`src/sv/trimmed_block_average_unit_defines.svh`:
```
// Assertion macros for the RTL of the trimmed block average unit.
// Every property is clocked on clk_i and disabled while rst_ni is low.
`ifndef TRIMMED_BLOCK_AVERAGE_UNIT_DEFINES_SVH
`define TRIMMED_BLOCK_AVERAGE_UNIT_DEFINES_SVH

// Checks that a property holds at every rising clock edge.
`define TBA_ASSERT(lbl, prop, msg) \
  lbl: assert property (@(posedge clk_i) disable iff (!rst_ni) (prop)) else $error(msg);

// Checks that a consequent holds in the cycle after its antecedent.
`define TBA_ASSERT_NEXT(lbl, ante, cons, msg) \
  lbl: assert property (@(posedge clk_i) disable iff (!rst_ni) (ante) |=> (cons)) \
    else $error(msg);

`endif

```
`src/sv/tba_pkg.sv`:
```
package tba_pkg;

  // Fixed port widths.
  localparam int unsigned SAMPLE_W = 32;
  localparam int unsigned OUT_W    = 32;
  localparam int unsigned STATUS_W = 2;

  // Parameter defaults for the top level.
  localparam int unsigned MAX_ITEMS_DEF   = 256;
  localparam int unsigned SAMPLE_BITS_DEF = 32;

  // Result status codes.
  typedef enum logic [STATUS_W-1:0] {
    STAT_OK        = 2'd0,
    STAT_EQUAL     = 2'd1,
    STAT_NO_MIDDLE = 2'd2,
    STAT_TOO_LONG  = 2'd3
  } status_e;

  // Controller states.
  typedef enum logic [2:0] {
    ST_ACCUM,
    ST_PREP,
    ST_START,
    ST_DIV,
    ST_LOAD
  } state_e;

  // Commands from the controller to the datapath.
  typedef struct packed {
    logic acc;
    logic prep;
    logic div_start;
    logic load_out;
  } ctrl_cmd_t;

  // Status from the datapath to the controller.
  typedef struct packed {
    logic needs_div;
    logic div_busy;
    logic out_free;
  } dp_stat_t;

endpackage

```
`src/sv/tba_div.sv`:
```
`include "trimmed_block_average_unit_defines.svh"

module tba_div #(
  parameter int unsigned DIVIDEND_W = 41,
  parameter int unsigned DIVISOR_W  = 9
) (
  input  logic                  clk_i,
  input  logic                  rst_ni,
  input  logic                  start_i,
  input  logic [DIVIDEND_W-1:0] dividend_i,
  input  logic [DIVISOR_W-1:0]  divisor_i,
  output logic                  busy_o,
  output logic [DIVIDEND_W-1:0] quotient_o
);

  localparam int unsigned STEP_W = $clog2(DIVIDEND_W + 1);

  logic                  busy_q, busy_d;
  logic [STEP_W-1:0]     step_q, step_d;
  logic [DIVISOR_W-1:0]  rem_q, rem_d;
  logic [DIVIDEND_W-1:0] quo_q, quo_d;
  logic [DIVISOR_W:0]    trial;
  logic [DIVISOR_W:0]    diff;
  logic                  fits;

  // One restoring step: shift in the next dividend bit and try to subtract.
  always_comb begin
    trial  = {rem_q, quo_q[DIVIDEND_W-1]};
    diff   = trial - {1'b0, divisor_i};
    fits   = (trial >= {1'b0, divisor_i});
    busy_d = busy_q;
    step_d = step_q;
    rem_d  = rem_q;
    quo_d  = quo_q;
    if (start_i) begin
      busy_d = 1'b1;
      step_d = STEP_W'(DIVIDEND_W);
      rem_d  = '0;
      quo_d  = dividend_i;
    end else if (busy_q) begin
      rem_d  = fits ? diff[DIVISOR_W-1:0] : trial[DIVISOR_W-1:0];
      quo_d  = {quo_q[DIVIDEND_W-2:0], fits};
      step_d = step_q - STEP_W'(1);
      if (step_q == STEP_W'(1)) begin
        busy_d = 1'b0;
      end
    end
  end

  // Step counter and busy flag.
  always_ff @(posedge clk_i or negedge rst_ni) begin
    if (!rst_ni) begin
      busy_q <= 1'b0;
      step_q <= '0;
    end else begin
      busy_q <= busy_d;
      step_q <= step_d;
    end
  end

  // Remainder and quotient shift register.
  always_ff @(posedge clk_i) begin
    rem_q <= rem_d;
    quo_q <= quo_d;
  end

  assign busy_o     = busy_q;
  assign quotient_o = quo_q;

  `TBA_ASSERT_NEXT(a_start_busy, start_i, busy_q && step_q == STEP_W'(DIVIDEND_W),
    "divider did not start a full pass")
  `TBA_ASSERT_NEXT(a_last_step, busy_q && !start_i && step_q == STEP_W'(1), !busy_q,
    "divider ran past its last step")
  `TBA_ASSERT(a_rem_bound, !busy_q || step_q == STEP_W'(DIVIDEND_W) || rem_q < divisor_i,
    "partial remainder is not below the divisor")

endmodule

```
`src/sv/tba_dp.sv`:
```
module tba_dp #(
  parameter int unsigned MAX_ITEMS   = 256,
  parameter int unsigned SAMPLE_BITS = 32
) (
  input  logic                           clk_i,
  input  logic                           rst_ni,
  input  tba_pkg::ctrl_cmd_t             cmd_i,
  output tba_pkg::dp_stat_t              stat_o,
  input  logic [tba_pkg::SAMPLE_W-1:0]   sample_i,
  input  logic                           out_ready_i,
  output logic                           out_valid_o,
  output logic [tba_pkg::OUT_W-1:0]      average_o,
  output logic [tba_pkg::STATUS_W-1:0]   status_o
);

  import tba_pkg::*;

  localparam int unsigned CNT_W = $clog2(MAX_ITEMS + 1);
  localparam int unsigned SUM_W = SAMPLE_BITS + CNT_W;

  // Block accumulators.
  logic [CNT_W-1:0]              cnt_q, cnt_d;
  logic                          ovf_q, ovf_d;
  logic signed [SAMPLE_BITS-1:0] lo_q, lo_d, hi_q, hi_d;
  logic [CNT_W-1:0]              lc_q, lc_d, hc_q, hc_d;
  logic signed [SUM_W-1:0]       sum_q, sum_d, lsum_q, lsum_d, hsum_q, hsum_d;

  // End-of-block results.
  logic signed [SUM_W-1:0]       msum_q;
  logic [CNT_W-1:0]              mid_q;
  status_e                       res_stat_q, res_stat_d;

  // Output register.
  logic                          out_valid_q;
  logic [OUT_W-1:0]              average_q;
  status_e                       status_q;

  logic signed [SAMPLE_BITS-1:0] smp;
  logic signed [SUM_W-1:0]       smp_ext;
  logic [CNT_W-1:0]              middle;
  logic signed [SUM_W-1:0]       msum;
  logic [SUM_W-1:0]              mag;
  logic [SUM_W-1:0]              quo;
  logic                          div_busy;
  logic [SUM_W-1:0]              quo_signed;
  logic signed [SAMPLE_BITS-1:0] avg_sb;
  logic signed [OUT_W-1:0]       avg_ext;

  // Sample, read as two's complement in its low bits.
  assign smp     = $signed(sample_i[SAMPLE_BITS-1:0]);
  assign smp_ext = SUM_W'(smp);

  // Running sum, extremes and their counts and sums.
  always_comb begin
    cnt_d  = cnt_q;
    ovf_d  = ovf_q;
    lo_d   = lo_q;
    hi_d   = hi_q;
    lc_d   = lc_q;
    hc_d   = hc_q;
    sum_d  = sum_q;
    lsum_d = lsum_q;
    hsum_d = hsum_q;
    if (cmd_i.prep) begin
      cnt_d  = '0;
      ovf_d  = 1'b0;
      lo_d   = '0;
      hi_d   = '0;
      lc_d   = '0;
      hc_d   = '0;
      sum_d  = '0;
      lsum_d = '0;
      hsum_d = '0;
    end else if (cmd_i.acc && !ovf_q) begin
      if (cnt_q >= CNT_W'(MAX_ITEMS)) begin
        ovf_d = 1'b1;
      end else begin
        if (cnt_q == '0) begin
          lo_d   = smp;
          hi_d   = smp;
          lc_d   = CNT_W'(1);
          hc_d   = CNT_W'(1);
          lsum_d = smp_ext;
          hsum_d = smp_ext;
        end else begin
          if (smp < lo_q) begin
            lo_d   = smp;
            lc_d   = CNT_W'(1);
            lsum_d = smp_ext;
          end else if (smp == lo_q) begin
            lc_d   = lc_q + CNT_W'(1);
            lsum_d = lsum_q + smp_ext;
          end
          if (smp > hi_q) begin
            hi_d   = smp;
            hc_d   = CNT_W'(1);
            hsum_d = smp_ext;
          end else if (smp == hi_q) begin
            hc_d   = hc_q + CNT_W'(1);
            hsum_d = hsum_q + smp_ext;
          end
        end
        sum_d = sum_q + smp_ext;
        cnt_d = cnt_q + CNT_W'(1);
      end
    end
  end

  always_ff @(posedge clk_i or negedge rst_ni) begin
    if (!rst_ni) begin
      cnt_q  <= '0;
      ovf_q  <= 1'b0;
      lo_q   <= '0;
      hi_q   <= '0;
      lc_q   <= '0;
      hc_q   <= '0;
      sum_q  <= '0;
      lsum_q <= '0;
      hsum_q <= '0;
    end else begin
      cnt_q  <= cnt_d;
      ovf_q  <= ovf_d;
      lo_q   <= lo_d;
      hi_q   <= hi_d;
      lc_q   <= lc_d;
      hc_q   <= hc_d;
      sum_q  <= sum_d;
      lsum_q <= lsum_d;
      hsum_q <= hsum_d;
    end
  end

  // Middle count, middle sum and the block status.
  always_comb begin
    middle = cnt_q - lc_q - hc_q;
    msum   = sum_q - lsum_q - hsum_q;
    if (ovf_q) begin
      res_stat_d = STAT_TOO_LONG;
    end else if (lo_q == hi_q) begin
      res_stat_d = STAT_EQUAL;
    end else if (middle == '0) begin
      res_stat_d = STAT_NO_MIDDLE;
    end else begin
      res_stat_d = STAT_OK;
    end
  end

  always_ff @(posedge clk_i) begin
    if (cmd_i.prep) begin
      msum_q     <= msum;
      mid_q      <= middle;
      res_stat_q <= res_stat_d;
    end
  end

  // Divide the magnitude of the middle sum by the middle count.
  assign mag = msum_q[SUM_W-1] ? SUM_W'(-msum_q) : SUM_W'(msum_q);

  tba_div #(
    .DIVIDEND_W(SUM_W),
    .DIVISOR_W (CNT_W)
  ) u_div (
    .clk_i     (clk_i),
    .rst_ni    (rst_ni),
    .start_i   (cmd_i.div_start),
    .dividend_i(mag),
    .divisor_i (mid_q),
    .busy_o    (div_busy),
    .quotient_o(quo)
  );

  // Restore the sign; the mean always fits the sample width.
  assign quo_signed = msum_q[SUM_W-1] ? (~quo + SUM_W'(1)) : quo;
  assign avg_sb     = $signed(quo_signed[SAMPLE_BITS-1:0]);
  assign avg_ext    = OUT_W'(avg_sb);

  // Output register valid flag.
  always_ff @(posedge clk_i or negedge rst_ni) begin
    if (!rst_ni) begin
      out_valid_q <= 1'b0;
    end else if (cmd_i.load_out) begin
      out_valid_q <= 1'b1;
    end else if (out_ready_i) begin
      out_valid_q <= 1'b0;
    end
  end

  // Output register word.
  always_ff @(posedge clk_i) begin
    if (cmd_i.load_out) begin
      average_q <= (res_stat_q == STAT_OK) ? avg_ext : '0;
      status_q  <= res_stat_q;
    end
  end

  assign out_valid_o      = out_valid_q;
  assign average_o        = average_q;
  assign status_o         = status_q;
  assign stat_o.needs_div = (res_stat_d == STAT_OK);
  assign stat_o.div_busy  = div_busy;
  assign stat_o.out_free  = !out_valid_q || out_ready_i;

endmodule

```
`src/sv/tba_ctrl.sv`:
```
module tba_ctrl (
  input  logic                clk_i,
  input  logic                rst_ni,
  input  logic                in_valid_i,
  input  logic                last_i,
  output logic                in_ready_o,
  input  tba_pkg::dp_stat_t   stat_i,
  output tba_pkg::ctrl_cmd_t  cmd_o
);

  import tba_pkg::*;

  state_e state_q, state_d;

  // State register.
  always_ff @(posedge clk_i or negedge rst_ni) begin
    if (!rst_ni) begin
      state_q <= ST_ACCUM;
    end else begin
      state_q <= state_d;
    end
  end

  // Next state and datapath commands.
  always_comb begin
    state_d    = state_q;
    in_ready_o = 1'b0;
    cmd_o      = '0;
    unique case (state_q)
      ST_ACCUM: begin
        in_ready_o = 1'b1;
        if (in_valid_i) begin
          cmd_o.acc = 1'b1;
          if (last_i) begin
            state_d = ST_PREP;
          end
        end
      end
      ST_PREP: begin
        cmd_o.prep = 1'b1;
        state_d    = stat_i.needs_div ? ST_START : ST_LOAD;
      end
      ST_START: begin
        cmd_o.div_start = 1'b1;
        state_d         = ST_DIV;
      end
      ST_DIV: begin
        if (!stat_i.div_busy && stat_i.out_free) begin
          cmd_o.load_out = 1'b1;
          state_d        = ST_ACCUM;
        end
      end
      ST_LOAD: begin
        if (stat_i.out_free) begin
          cmd_o.load_out = 1'b1;
          state_d        = ST_ACCUM;
        end
      end
      default: begin
        state_d = ST_ACCUM;
      end
    endcase
  end

endmodule

```
`src/sv/trimmed_block_average_unit.sv`:
```
// Samples without the last flag are accepted at a rate of one sample per cycle.
// On the last sample the result word for the all-equal, no-middle and too-long cases
// is loaded without a division; otherwise a division of the middle sum by the middle
// count runs first, one quotient bit per cycle, and its quotient is then loaded.
// Input ready is low from the last sample until the result enters the output register.
// Reset is asynchronous, active low, and clears the block state and the output valid.
module trimmed_block_average_unit #(
  parameter int unsigned MAX_ITEMS   = tba_pkg::MAX_ITEMS_DEF,
  parameter int unsigned SAMPLE_BITS = tba_pkg::SAMPLE_BITS_DEF
) (
  input  logic                         clk_i,
  input  logic                         rst_ni,
  input  logic                         in_valid_i,
  output logic                         in_ready_o,
  input  logic [tba_pkg::SAMPLE_W-1:0] sample_i,
  input  logic                         last_i,
  output logic                         out_valid_o,
  input  logic                         out_ready_i,
  output logic [tba_pkg::OUT_W-1:0]    average_o,
  output logic [tba_pkg::STATUS_W-1:0] status_o
);

  import tba_pkg::*;

  ctrl_cmd_t cmd;
  dp_stat_t  stat;

  // Sequencing of accumulate, finish, divide and result load.
  tba_ctrl u_ctrl (
    .clk_i     (clk_i),
    .rst_ni    (rst_ni),
    .in_valid_i(in_valid_i),
    .last_i    (last_i),
    .in_ready_o(in_ready_o),
    .stat_i    (stat),
    .cmd_o     (cmd)
  );

  // Accumulators, divider and output register.
  tba_dp #(
    .MAX_ITEMS  (MAX_ITEMS),
    .SAMPLE_BITS(SAMPLE_BITS)
  ) u_dp (
    .clk_i      (clk_i),
    .rst_ni     (rst_ni),
    .cmd_i      (cmd),
    .stat_o     (stat),
    .sample_i   (sample_i),
    .out_ready_i(out_ready_i),
    .out_valid_o(out_valid_o),
    .average_o  (average_o),
    .status_o   (status_o)
  );

endmodule

```
`config.mk`:
```
export PLATFORM = sky130hd
export DESIGN_NAME = trimmed_block_average_unit
export DESIGN_NICKNAME = d
export VERILOG_FILES = /design/src/sv/tba_pkg.sv /design/src/sv/tba_div.sv /design/src/sv/tba_dp.sv /design/src/sv/tba_ctrl.sv /design/src/sv/trimmed_block_average_unit.sv
export VERILOG_INCLUDE_DIRS = /design/src /design/src/sv
export SDC_FILE = /design/constraint.sdc
export NUM_CORES = 1
export LEC_CHECK = 0
export ABC_AREA = 1
export BUFFER_PORTS_ARGS = -buffer_cell sky130_fd_sc_hd__buf_4
export CAP_MARGIN = 20
export CELL_PAD_IN_SITES_DETAIL_PLACEMENT = 0
export CELL_PAD_IN_SITES_GLOBAL_PLACEMENT = 1
export CORE_MARGIN = 2
export CORE_UTILIZATION = 40
export CTS_CLUSTER_DIAMETER = 150
export DETAILED_ROUTE_END_ITERATION = 16
export GPL_TIMING_DRIVEN = 0
export PLACE_DENSITY_LB_ADDON = 0.12
export SLEW_MARGIN = 30
export SYNTH_ARGS = -nofsm -noshare
export SYNTH_HDL_FRONTEND = slang
export SYNTH_SLANG_ARGS = --single-unit
export TNS_END_PERCENT = 50
```
`constraint.sdc`:
```
create_clock -name clk_i -period 3.6 [get_ports clk_i]
set_clock_uncertainty 0.05 [all_clocks]
set_input_delay 0.18 -clock clk_i [delete_from_list [all_inputs] [get_ports clk_i]]
set_output_delay 0.18 -clock clk_i [all_outputs]
set_load 0.01 [all_outputs]
```
# --- Yosys cells after proc, flatten, opt, wreduce, memory -nomap -nowiden ---
# Cells that the tools add are included.
op_classes:
  shift: 0
  n_div: 0
  reduce_logical: 26
  magnitude_cmp: 4
  n_mux: 72
  add_sub_neg: 14
  multipliers: 0
  bitwise: 1
  n_eq_ne: 13
ops:
  columns: ["cell", "count"]
  rows:
  - ["$mux 41", 18]
  - ["$mux 32", 11]
  - ["$mux 9", 16]
  - ["$add 41x32->41", 3]
  - ["$eq 32x32->1", 3]
  - ["$sub 41x41->41", 2]
  - ["$neg 41->41", 1]
  - ["$add 32x1->32 const B", 1]
  - ["$gt 32x32->1", 1]
  - ["$lt 32x32->1", 1]
  - ["$not 32->32", 1]
  - ["$add 9x1->9 const B", 3]
  - ["$sub 9x9->9", 3]
  - ["$logic_not 9->1", 2]
  - ["$mux 1", 15]
  - ["$mux 3", 5]
  - ["$pmux 3 s5", 1]
  - ["$mux 6", 2]
  - ["$reduce_and 3->1", 4]
  - ["$ge 10x9->1", 1]
  - ["$ge 9x9->1 const B", 1]
  - ["$reduce_bool 2->1", 4]
  - ["$reduce_bool 4->1", 2]
  - ["$eq 3x2->1 const B", 2]
  - ["16 further kinds", 27]
word_totals:
  n_memories: 0
  output_inout_bits: 36
  reg_bits: 362
  mem_bits_ro: 0
  ram_bits: 0
  latch_bits: 0

# --- Longest topological paths before layout ---
# Gate-level depths: netlist of run 1.
depth:
  word_depth: 9
  ltp_mapped: 22
  depth_no_buf: 20

# --- Hierarchy ---
# A second synthesis of run 1 with hierarchy kept.
hier_totals:
  cells_unflattened: 4948
  area_unflattened_um2: 32884.0
by_module_without_submodules:
  columns: ["module", "n_inst", "area_per_inst_um2", "seq_area_each_um2", "cells_per_inst"]
  rows:
  - ["tba_dp", 1, 29673.5, 7987.7, 4556]
  - ["tba_div", 1, 3014.1, 1586.5, 363]
  - ["tba_ctrl", 1, 196.4, 75.1, 29]

# --- Worst setup path before layout of run 1 ---
# No wires, ideal clock.
synth_timing:
  path_kind: "register to register"
  from: "register u_ctrl.state_q[2]"
  to: "register u_dp.lo_q[21]"
  stages_incl_launch_ff: 11
  period_less_slack_ns: 3.184
  setup_ns: 0.135
  t_required_ns: 3.415
  slack_ns: 0.416
  t_arrival_ns: 3.000
  path_cell_list: "dfrtp_1 nor3_4 inv_4 nand2_2 nand2_4 inv_2 buf_6 nand2_2 inv_2 buf_2 o22ai_1"
synth_between:
  elab_chain_cells: 5
  elab_cells_between_ends: 10
  cone_classes: "eq/ne (2); mux (3); reduce/logical (5)"
synth_lines:
  columns: ["element", "line", "text"]
  rows:
  - ["start, declared", "tba_ctrl.sv:13", "state_e state_q, state_d;"]
  - ["start signal, assigned", "tba_ctrl.sv:20", "state_q <= state_d;"]
  - ["$logic_not 3->1", "tba_ctrl.sv:29", "unique case (state_q)"]
  - ["$mux 1", "tba_ctrl.sv:29", null]
  - ["$logic_and 1x1->1", "tba_dp.sv:74", "end else if (cmd_i.acc && !ovf_q) begin"]
  - ["$reduce_bool 2->1 (no line)", null, null]
  - ["$reduce_and 3->1 (no line)", null, null]
  - ["end signal, assigned", "tba_dp.sv:123", "lo_q <= lo_d;"]
  - ["end, declared", "tba_dp.sv:24", "logic signed [SAMPLE_BITS-1:0] lo_q, lo_d, hi_q, hi_d;"]
# Several ways; a longest one is shown, not always the timed one.
# A chain may end at the register's enable or synchronous reset.

# --- Worst setup path after layout of run 1 ---
layout_timing:
  from: "register u_dp.lo_q[31]"
  to: "register u_dp.lsum_q[29]"
layout_between:
  elab_chain_cells: 6
  elab_cells_between_ends: 9
  cone_classes: "order compare (1); eq/ne (1); mux (5); reduce/logical (2)"
layout_lines:
  columns: ["element", "line", "text"]
  rows:
  - ["$lt 32x32->1", "tba_dp.sv:86", "if (smp < lo_q) begin"]
  - ["$mux 41", "tba_dp.sv:86", null]
  - ["$mux 41", "tba_dp.sv:78", "if (cnt_q == '0) begin"]
  - ["$mux 41", "tba_dp.sv:75", "if (cnt_q >= CNT_W'(MAX_ITEMS)) begin"]
  - ["$mux 41", "tba_dp.sv:74", null]
  - ["$mux 41", "tba_dp.sv:64", "if (cmd_i.prep) begin"]
  - ["end signal, assigned", "tba_dp.sv:128", "lsum_q <= lsum_d;"]
  - ["end, declared", "tba_dp.sv:26", "logic signed [SUM_W-1:0] sum_q, sum_d, lsum_q, lsum_d, hsum_q, hsum_d;"]
# Several ways; a longest one is shown, not always the timed one. The select of a mux whose other input is x is not followed.

==> results of run 1 <==
sequential cells by signal (all words and copies together) (netlist names), 32 cells and up:
| name | cells |
|---|---|
| u_dp.msum_q | 41 |
| u_dp.lo_q | 32 |
| u_dp.sum_q | 41 |
| u_dp.u_div.quotient_o | 41 |
| u_dp.hsum_q | 41 |
| u_dp.hi_q | 32 |
| u_dp.lsum_q | 41 |
| u_dp.average_o | 32 |
cell type report:
type	instances	area share
multi-input combinational	3372	0.543
sequential	362	0.277
inverter	537	0.0579
tap	1040	0.0373
clock buffer	63	0.0363
timing repair buffer	114	0.0304
buffer	91	0.0126
clock inverter	19	0.00581
antenna	1	0.0000718
Yosys cell counts, types with 42 or more instances:
master / instances
nand2_1: 1252
nor2_1: 385
o22ai_1: 70
xnor2_1: 77
xor2_1: 99
o21ai_0: 260
ha_1: 253
fa_1: 52
a21oi_1: 288
clkbuf_1: 42
inv_1: 530
nand4_1: 47
nor3_1: 65
edfxtp_1: 127
dfrtp_1: 226
nand3_1: 288
critical path, delay by kind of cell, from the launching register on:
kind | cells | cell delay, ns
AND/OR/NAND/NOR | 9 | 1.95
flip-flops | 1 | 0.34
adder cells (fa/ha/maj) | 1 | 0.38
AO/OA/AOI/OAI | 1 | 0.18
buffers and inverters | 2 | 0.52
timing repair:
item / CTS / global route
setup endpoints to repair: 7 / 14
resized for setup: 4 / 6
hold buffers: 33 / 0
endpoints found under the hold margin: 227 / 0
buffers inserted: 0 / 0
power by group through the flow:
stage / Sequential (uW) / Combinational [uW] / Clock (uW)
final: 8280 / 25200 / 4600
after global routing: 8470 / 28100 / 4840
after CTS: 8270 / 24900 / 4700
after detailed placement: 8340 / 24700 / 0
after global placement: 8340 / 24500 / 0
after floorplan: 7700 / 17100 / 0
path summary, 6_finish.rpt:
path | from | to | slack, ns | cells after the start
max | u_dp.lo_q[31] | u_dp.lsum_q[29] | 0.04 | 13
min reg2reg | u_dp.u_div.rem_q[8] | u_dp.u_div.rem_q[8] | 0.42 | 2
max in group asynchronous | rst_ni | u_dp.hsum_q[33] | 2.48 | 4
min in group clk_i | sample_i[25] | u_dp.lo_q[25] | 0.04 | 3
max reg2reg | u_dp.lo_q[31] | u_dp.lsum_q[29] | 0.04 | 13
min | rst_ni | u_dp.hc_q[3] | 0.03 | 2
cell families after synthesis:
family / Yosys count / synth area share
DFF: 362 / 0.311
and+or+nand+nor: 2143 / 0.290
AOI/OAI and AO/OA: 748 / 0.134
xor gates and xnor gates: 176 / 0.0497
buffers and inverters: 628 / 0.0790
adders and majority gates: 305 / 0.136
through the flow:
| stage | worst slack [ns] | power (uW) | area (um^2) | util |
|---|---|---|---|---|
| 3_3_place_gp | -1.17 | 32900 | 32800 | 0.426 |
| 6_report | 0.0359 | 38100 | 34900 | 0.452 |
| 2_1_floorplan | 0.416 | 24800 | 31000 | - |
| 4_1_cts | 0.00847 | 37800 | 34800 | 0.452 |
| 5_1_grt | -0.0226 | 41400 | 34900 | 0.452 |
| 3_5_place_dp | -0.239 | 33000 | 33000 | 0.429 |
per-layer routing:
layer / routed length, um / part of all wire / GRT usage / vias up
li1: - / - / - / 14800
met1: 53000 / 0.45 / 0.397 / 13900
met2: 51800 / 0.44 / 0.471 / 824
met3: 7180 / 0.061 / 0.0476 / 175
met4: 5740 / 0.049 / 0.131 / 0
met5: 0 / 0 / 0 / -
==> summary.md, run 1 <==
| Metric | Value |
|---|---|
| Status | `completed` |
| Max Buffers Root-to-Sink | `3` |
| Clock insertion delay at the later pin of the skew report | `0.60 ns` |
| Setup_tns | `0 ns` |
| Reg area | `0.00965 mm^2` |
| Area contributors post-synth | `dfrtp_1, nand2_1, edfxtp_1, ha_1, inv_1` |
| Largest stage delay, worst path | `0.45 ns` |
| Sw Ratio | `0.533` |
| Initial standard-cell utilization of the core | `0.402` |
| Root Driver | `clkbuf_16` |
| Register share of total power | `0.217` |
| Ports | `73` |
| MaxCap Viol Count | `0` |
| CP cell instances | `inv_1 -> ha_1 -> nand2_1 -> nor3_2 -> and3_1 -> nand2_1 -> nand2_1 -> nand2_1 -> nand3_2 -> clkbuf_2 -> o21ai_0 -> nand3_1 -> nand2_1` |
| Syn_nets | `4704` |
| Most common cell after layout, fill and taps aside | `nand2_1` |
| Fin crit period | `3.56 ns` |
| Clock transition at path regs | `0.06 ns` |
| Post-DP HPWL | `98300 um` |
| Grt ovf | `0` |
| Cell mode on critical path | `nand2_1` |
| Least-Margin Pin Slew | `0.995 ns` |
| Top_reg_cell synth | `dfrtp_1` |
| GPL Wtd Cong | `0.965` |
| Die area | `0.0797 mm^2` |
| Leak pwr | `0.0169 uW` |
| Slew Limit Fails | `0` |
| Final Non-Filler Cells | `5599` |
| Fin. Hold Viols | `0` |
| Fill cells | `8211` |
| Nets | `4866` |
| Syn avg cell area | `7.10 um^2` |
| Post-synth cell types | `61` |
| # H-tree levels | `2` |
| Pint | `17800 uW` |
| Final setup violation count | `0` |
| First-pass GRT wire length | `176000 um` |
| CP Data Required Time | `4.01 ns` |
| Combinational power share | `0.662` |
| Largest net degree at the start of global routing | `77` |
| Synth warn | `0` |
| Die Height | `282 um` |
| Critical path type | `flip-flop to flip-flop` |
| Initial antenna violation count | `2` |
| Number of flops mapped to enable cells by yosys | `127` |
| Chip width | `282 um` |
| CTS tree | `built` |
| PortBufs | `72` |
| VDD IR max | `0.427 mV` |
| Mapped Area | `0.0310 mm^2` |
| WP data arrival | `3.97 ns` |
| Power per cell area | `1090 mW/mm^2` |
| Routed Wire Length | `118000 um` |
| Total CTS buffers | `46` |
| Antenna-violating nets left | `0` |
| Area leader, netlist | `dfrtp_1` |
| Clock share of power | `0.121` |
| FFs w/ async S/R, synth | `0.624` |
| Placed cells | `5483` |
| Crit-path slowest cell | `clkbuf_2` |
| Most frequent cells in the layout | `nand2_1, inv_1, nor2_1` |
| Min Hold Slack | `0.0307 ns` |
| Seq/Total Area, Yosys | `0.311` |
| Number of global-route vias before repair | `28500` |
| Synth Instances | `4362` |
| Tot GR Track Use | `0.296` |
| Via count | `29700` |
| Routed wire per std cell | `21.0 um` |
| Post-synth top area share | `0.183` |
| Initial DRC Count | `2230` |
| Via density per instance | `5.30` |
| Layout cell share with drive strength beyond 1 | `0.0544` |
| Clk sink count | `362` |
| Slew margin rel. | `0.336` |
| Multi-input logic area | `0.0189 mm^2` |
| CP Capture Type | `flip-flop` |
| RSZ-0062 raised after global routing | `yes` |
| Area Growth Syn to Fin | `12.5%` |
| Fin crit share | `0.990` |
| Total core area | `0.0771 mm^2` |
| Startpoint Class | `flip-flop` |
| Rows | `102` |
| Yosys reg bits | `362` |
| F_max | `281 MHz` |
| DRC viols | `0` |
| Net Switching | `20300 uW` |
| DRT Pass-1 Iters | `6` |
| Hold crit path type | `primary input to asynchronous set/reset pin` |
| CP max FO | `10` |
No activity file was read; power rests on OpenSTA's default activity.
==> run 2: changes to the inputs <==
--- a/config.mk
+++ b/config.mk
@@ -6,7 +6,6 @@
 export SDC_FILE = /design/constraint.sdc
 export NUM_CORES = 1
 export LEC_CHECK = 0
-export ABC_AREA = 1
 export BUFFER_PORTS_ARGS = -buffer_cell sky130_fd_sc_hd__buf_4
 export CAP_MARGIN = 20
 export CELL_PAD_IN_SITES_DETAIL_PLACEMENT = 0
==> summary.md, run 2 <==
| Metric | Value |
|---|---|
| Post-DP HPWL | `68700 um (-30%)` |
| Fin crit period | `3.91 ns (+0.343 ns)` |
| Most common cell in the netlist | `nand2_1` |
| Clock insertion delay at the later pin of the skew report | `0.61 ns (about the same)` |
| Synth Instances | `3042 (-30%)` |
| CP cell instances | `inv_2 -> fa_1 -> inv_1 -> ha_2 -> or2_4 -> fa_2 -> a211oi_4 -> o21ai_2 -> nand2_2 -> o31ai_4 -> a21oi_4 -> o21ai_4 -> a31oi_4 -> or4_4 -> o221ai_4 -> o41ai_2 -> xnor2_1` |
| Sw Ratio | `0.467 (-0.0659)` |
| Die Height | `267 um (-5.5%)` |
| Seq/Total Area, Yosys | `0.349 (+0.0381)` |
| Rows | `96 (-5.9%)` |
| PortBufs | `72 (unchanged)` |
| Slew Limit Fails | `0 (unchanged)` |
| Least-Margin Pin Slew | `0.977 ns (-0.0182 ns)` |
| Initial DRC Count | `1209 (-46%)` |
| Worst Slack Setup Final | `-0.307 ns (-0.343 ns)` |
| Power per cell area | `1150 mW/mm^2 (+5.7%)` |
| Number of diodes | `0 (-1)` |
| Total core area | `0.0685 mm^2 (-11%)` |
| Initial antenna violation count | `2 (unchanged)` |
| Area leader, netlist | `dfrtp_1` |
| Crit-path slowest cell | `fa_1` |
| Fin crit share | `1.09 (+0.0953)` |
| Root Driver | `clkbuf_16` |
| Post-synth top area share | `0.205 (+0.0223)` |
| Critical path type | `flip-flop to flip-flop` |
| Routed Wire Length | `86900 um (-26%)` |
| Chip width | `267 um (-5.5%)` |
| Commonest cells post-synth | `nand2_1, ha_1, o21ai_0` |
| Reg2Reg Capture Point | `u_dp.msum_q[38]` |
| Register share of total power | `0.222 (+0.005)` |
| Failing checks | `negative setup slack` |
| Number of flops mapped to enable cells by yosys | `127 (unchanged)` |
| DRC viols | `0 (unchanged)` |
| Fin. Hold Viols | `0 (unchanged)` |
| Startpoint Class | `flip-flop` |
| # H-tree levels | `2 (unchanged)` |
| Tot GR Track Use | `0.244 (-0.0524)` |
| Synth warn | `0 (unchanged)` |
| Routed wire per std cell | `20.8 um (-1.1%)` |
| Initial standard-cell utilization of the core | `0.403 (+0.00128)` |
| First-pass GRT wire length | `133000 um (-24%)` |
| Most common cell after layout, fill and taps aside | `nand2_1` |
| CP Capture Type | `flip-flop` |
| F_max | `256 MHz (-8.8%)` |
| CTS tree | `built` |
| Yosys reg bits | `362 (unchanged)` |
| Via count | `23300 (-22%)` |
| WP data arrival | `4.19 ns (+0.22 ns)` |
| Worst reg2reg setup slack | `-0.31 ns (-0.34 ns)` |
| Top_reg_cell synth | `dfrtp_1` |
| Clk sink count | `362 (unchanged)` |
| Grt ovf | `0 (unchanged)` |
| Hold path start | `sample_i[31]` |
| Min-Delay Endpoint | `u_dp.lo_q[31]` |
| Clock transition at path regs | `0.05 ns (about the same)` |
| Number of global-route vias before repair | `23000 (-19%)` |
| Syn_nets | `3384 (-28%)` |
| Ports | `73 (unchanged)` |
| FFs w/ async S/R, synth | `0.624 (unchanged)` |
| MaxCap Viol Count | `0 (unchanged)` |
| R2R cell count | `17 (+4)` |
| Worst r2r src | `u_dp.hsum_q[0]` |
| Slew margin rel. | `0.349 (+0.0121)` |
| Mapped Area | `0.0276 mm^2 (-11%)` |
| DRT Pass-1 Iters | `6 (unchanged)` |
| Pint | `20200 uW (+13%)` |
| Dpl ws | `-1.57 ns (-1.33 ns)` |
| Antenna-violating nets left | `0 (unchanged)` |
| Post-synth cell types | `96 (+57%)` |
| CP Data Required Time | `3.89 ns (-0.12 ns)` |
| Area Growth Syn to Fin | `18.7%` |
| Layout cell share with drive strength beyond 1 | `0.128 (+0.0738)` |
| Net Switching | `17700 uW (-13%)` |
| Hold crit path type | `primary input to flip-flop` |
| Area contributors post-synth | `dfrtp_1, edfxtp_1, ha_1, xor2_1, o21ai_0` |
| Final setup violation count | `7 (+7)` |
| Largest stage delay, worst path | `0.52 ns (+0.07 ns)` |
| CP max FO | `3 (-7)` |
| Die area | `0.0711 mm^2 (-11%)` |
| Max Buffers Root-to-Sink | `3 (unchanged)` |
| Largest net degree at the start of global routing | `72 (-6.5%)` |
| Total CTS buffers | `48 (+4.3%)` |
| RSZ-0062 raised after global routing | `yes` |
| VDD IR max | `0.454 mV (+6.2%)` |
| Leak pwr | `0.0142 uW (-16%)` |
| Via density per instance | `5.56 (+5.0%)` |
| Hold path depth | `4` |
| Setup_tns | `-1.28 ns (-1.28 ns)` |
| Status | `finished with violations` |
| CP delay by family, top | `compound AO/OA/AOI/OAI gates` |
| Combinational power share | `0.655 (-0.007)` |
| Clock share of power | `0.123 (+0.002)` |
| CP bufs+invs | `2 (unchanged)` |
| Nets | `3604 (-26%)` |
| Syn avg cell area | `9.08 um^2 (+28%)` |
| Most frequent cells in the layout | `nand2_1, o21ai_0, ha_1` |
| GPL Wtd Cong | `0.901 (-6.7%)` |
run 2: worst max path at each step:
stage	from	endpoint	cells past startpoint
floorplan	u_dp.lsum_q[0]	u_dp.msum_q[38]	17
global placement	u_ctrl.state_q[0]	u_dp.msum_q[3]	5
detailed placement	u_ctrl.state_q[0]	u_dp.lsum_q[30]	13
CTS	u_dp.lsum_q[0]	u_dp.msum_q[38]	17
global route	u_dp.lsum_q[0]	u_dp.msum_q[38]	17
finish	u_dp.hsum_q[0]	u_dp.msum_q[38]	17
run 2: area by class of cell:
type / instances / area, um^2
Buffer: 112 / 534
Fill cell: 6594 / 35700
Clock inverter: 21 / 174
Sequential cell: 362 / 9650
Inverter: 226 / 848
Clock buffer: 66 / 1360
Tap cell: 882 / 1100
Timing Repair Buffer: 174 / 1550
Multi-Input combinational cell: 2338 / 17600
run 2: tightest hold or removal path, delay by kind of cell:
family                 cells  cell delay (ns)
AOI/OAI and AO/OA          1             0.20
buffers and inverters      1             0.27
and+or+nand+nor            2             0.32
run 2: per-stage QoR:
step | hold WS [ns] | area, um^2 | utilization | cells | power, uW
6_report | 0.380 | 32800 | 0.479 | 4181 | 37900
5_1_grt | 0.384 | 32800 | 0.479 | 4181 | 41000
4_1_cts | 0.330 | 32100 | 0.468 | 4151 | 36300
3_5_place_dp | 0.0373 | 29500 | 0.431 | 4002 | 30400
3_3_place_gp | 0.414 | 29300 | 0.428 | 3996 | 30000
2_1_floorplan | -0.166 | 27700 | - | 3042 | 24200
run 2: timing repair:
action / in CTS / in global routing
pin swaps: 36 / 65
setup buffers: 27 / 32
gates cloned: 0 / 0
gates resized for setup: 102 / 114
setup endpoints to repair: 187 / 177
hold endpoints to repair: 284 / 0
hold buffers: 37 / 0
run 2: layer usage:
| metal | vias up | routed length, um | GRT usage |
|---|---|---|---|
| li1 | 11400 | - | - |
| met1 | 11200 | 38700 | 0.316 |
| met2 | 492 | 42000 | 0.423 |
| met3 | 135 | 3360 | 0.0284 |
| met4 | 2 | 2920 | 0.0818 |
| met5 | - | 13 | 0 |
run 2: power groups by stage:
stage	logic, uW	clock network, uW	registers (uW)
after CTS	23100	4800	8370
after global placement	21600	0	8420
after global routing	27500	4950	8630
after detailed placement	21900	0	8440
final	24800	4670	8390
after floorplan	16200	0	8000
run 2: kinds of logic after synthesis:
kind of cell	count (synthesis)	synth area share
AO/OA/AOI/OAI	939	0.218
AND/OR/NAND/NOR	799	0.138
flip-flops	362	0.349
buffers and inverters	342	0.0477
adder cells (fa/ha/maj)	305	0.152
XOR/XNOR	269	0.0853
multiplexers	26	0.00947
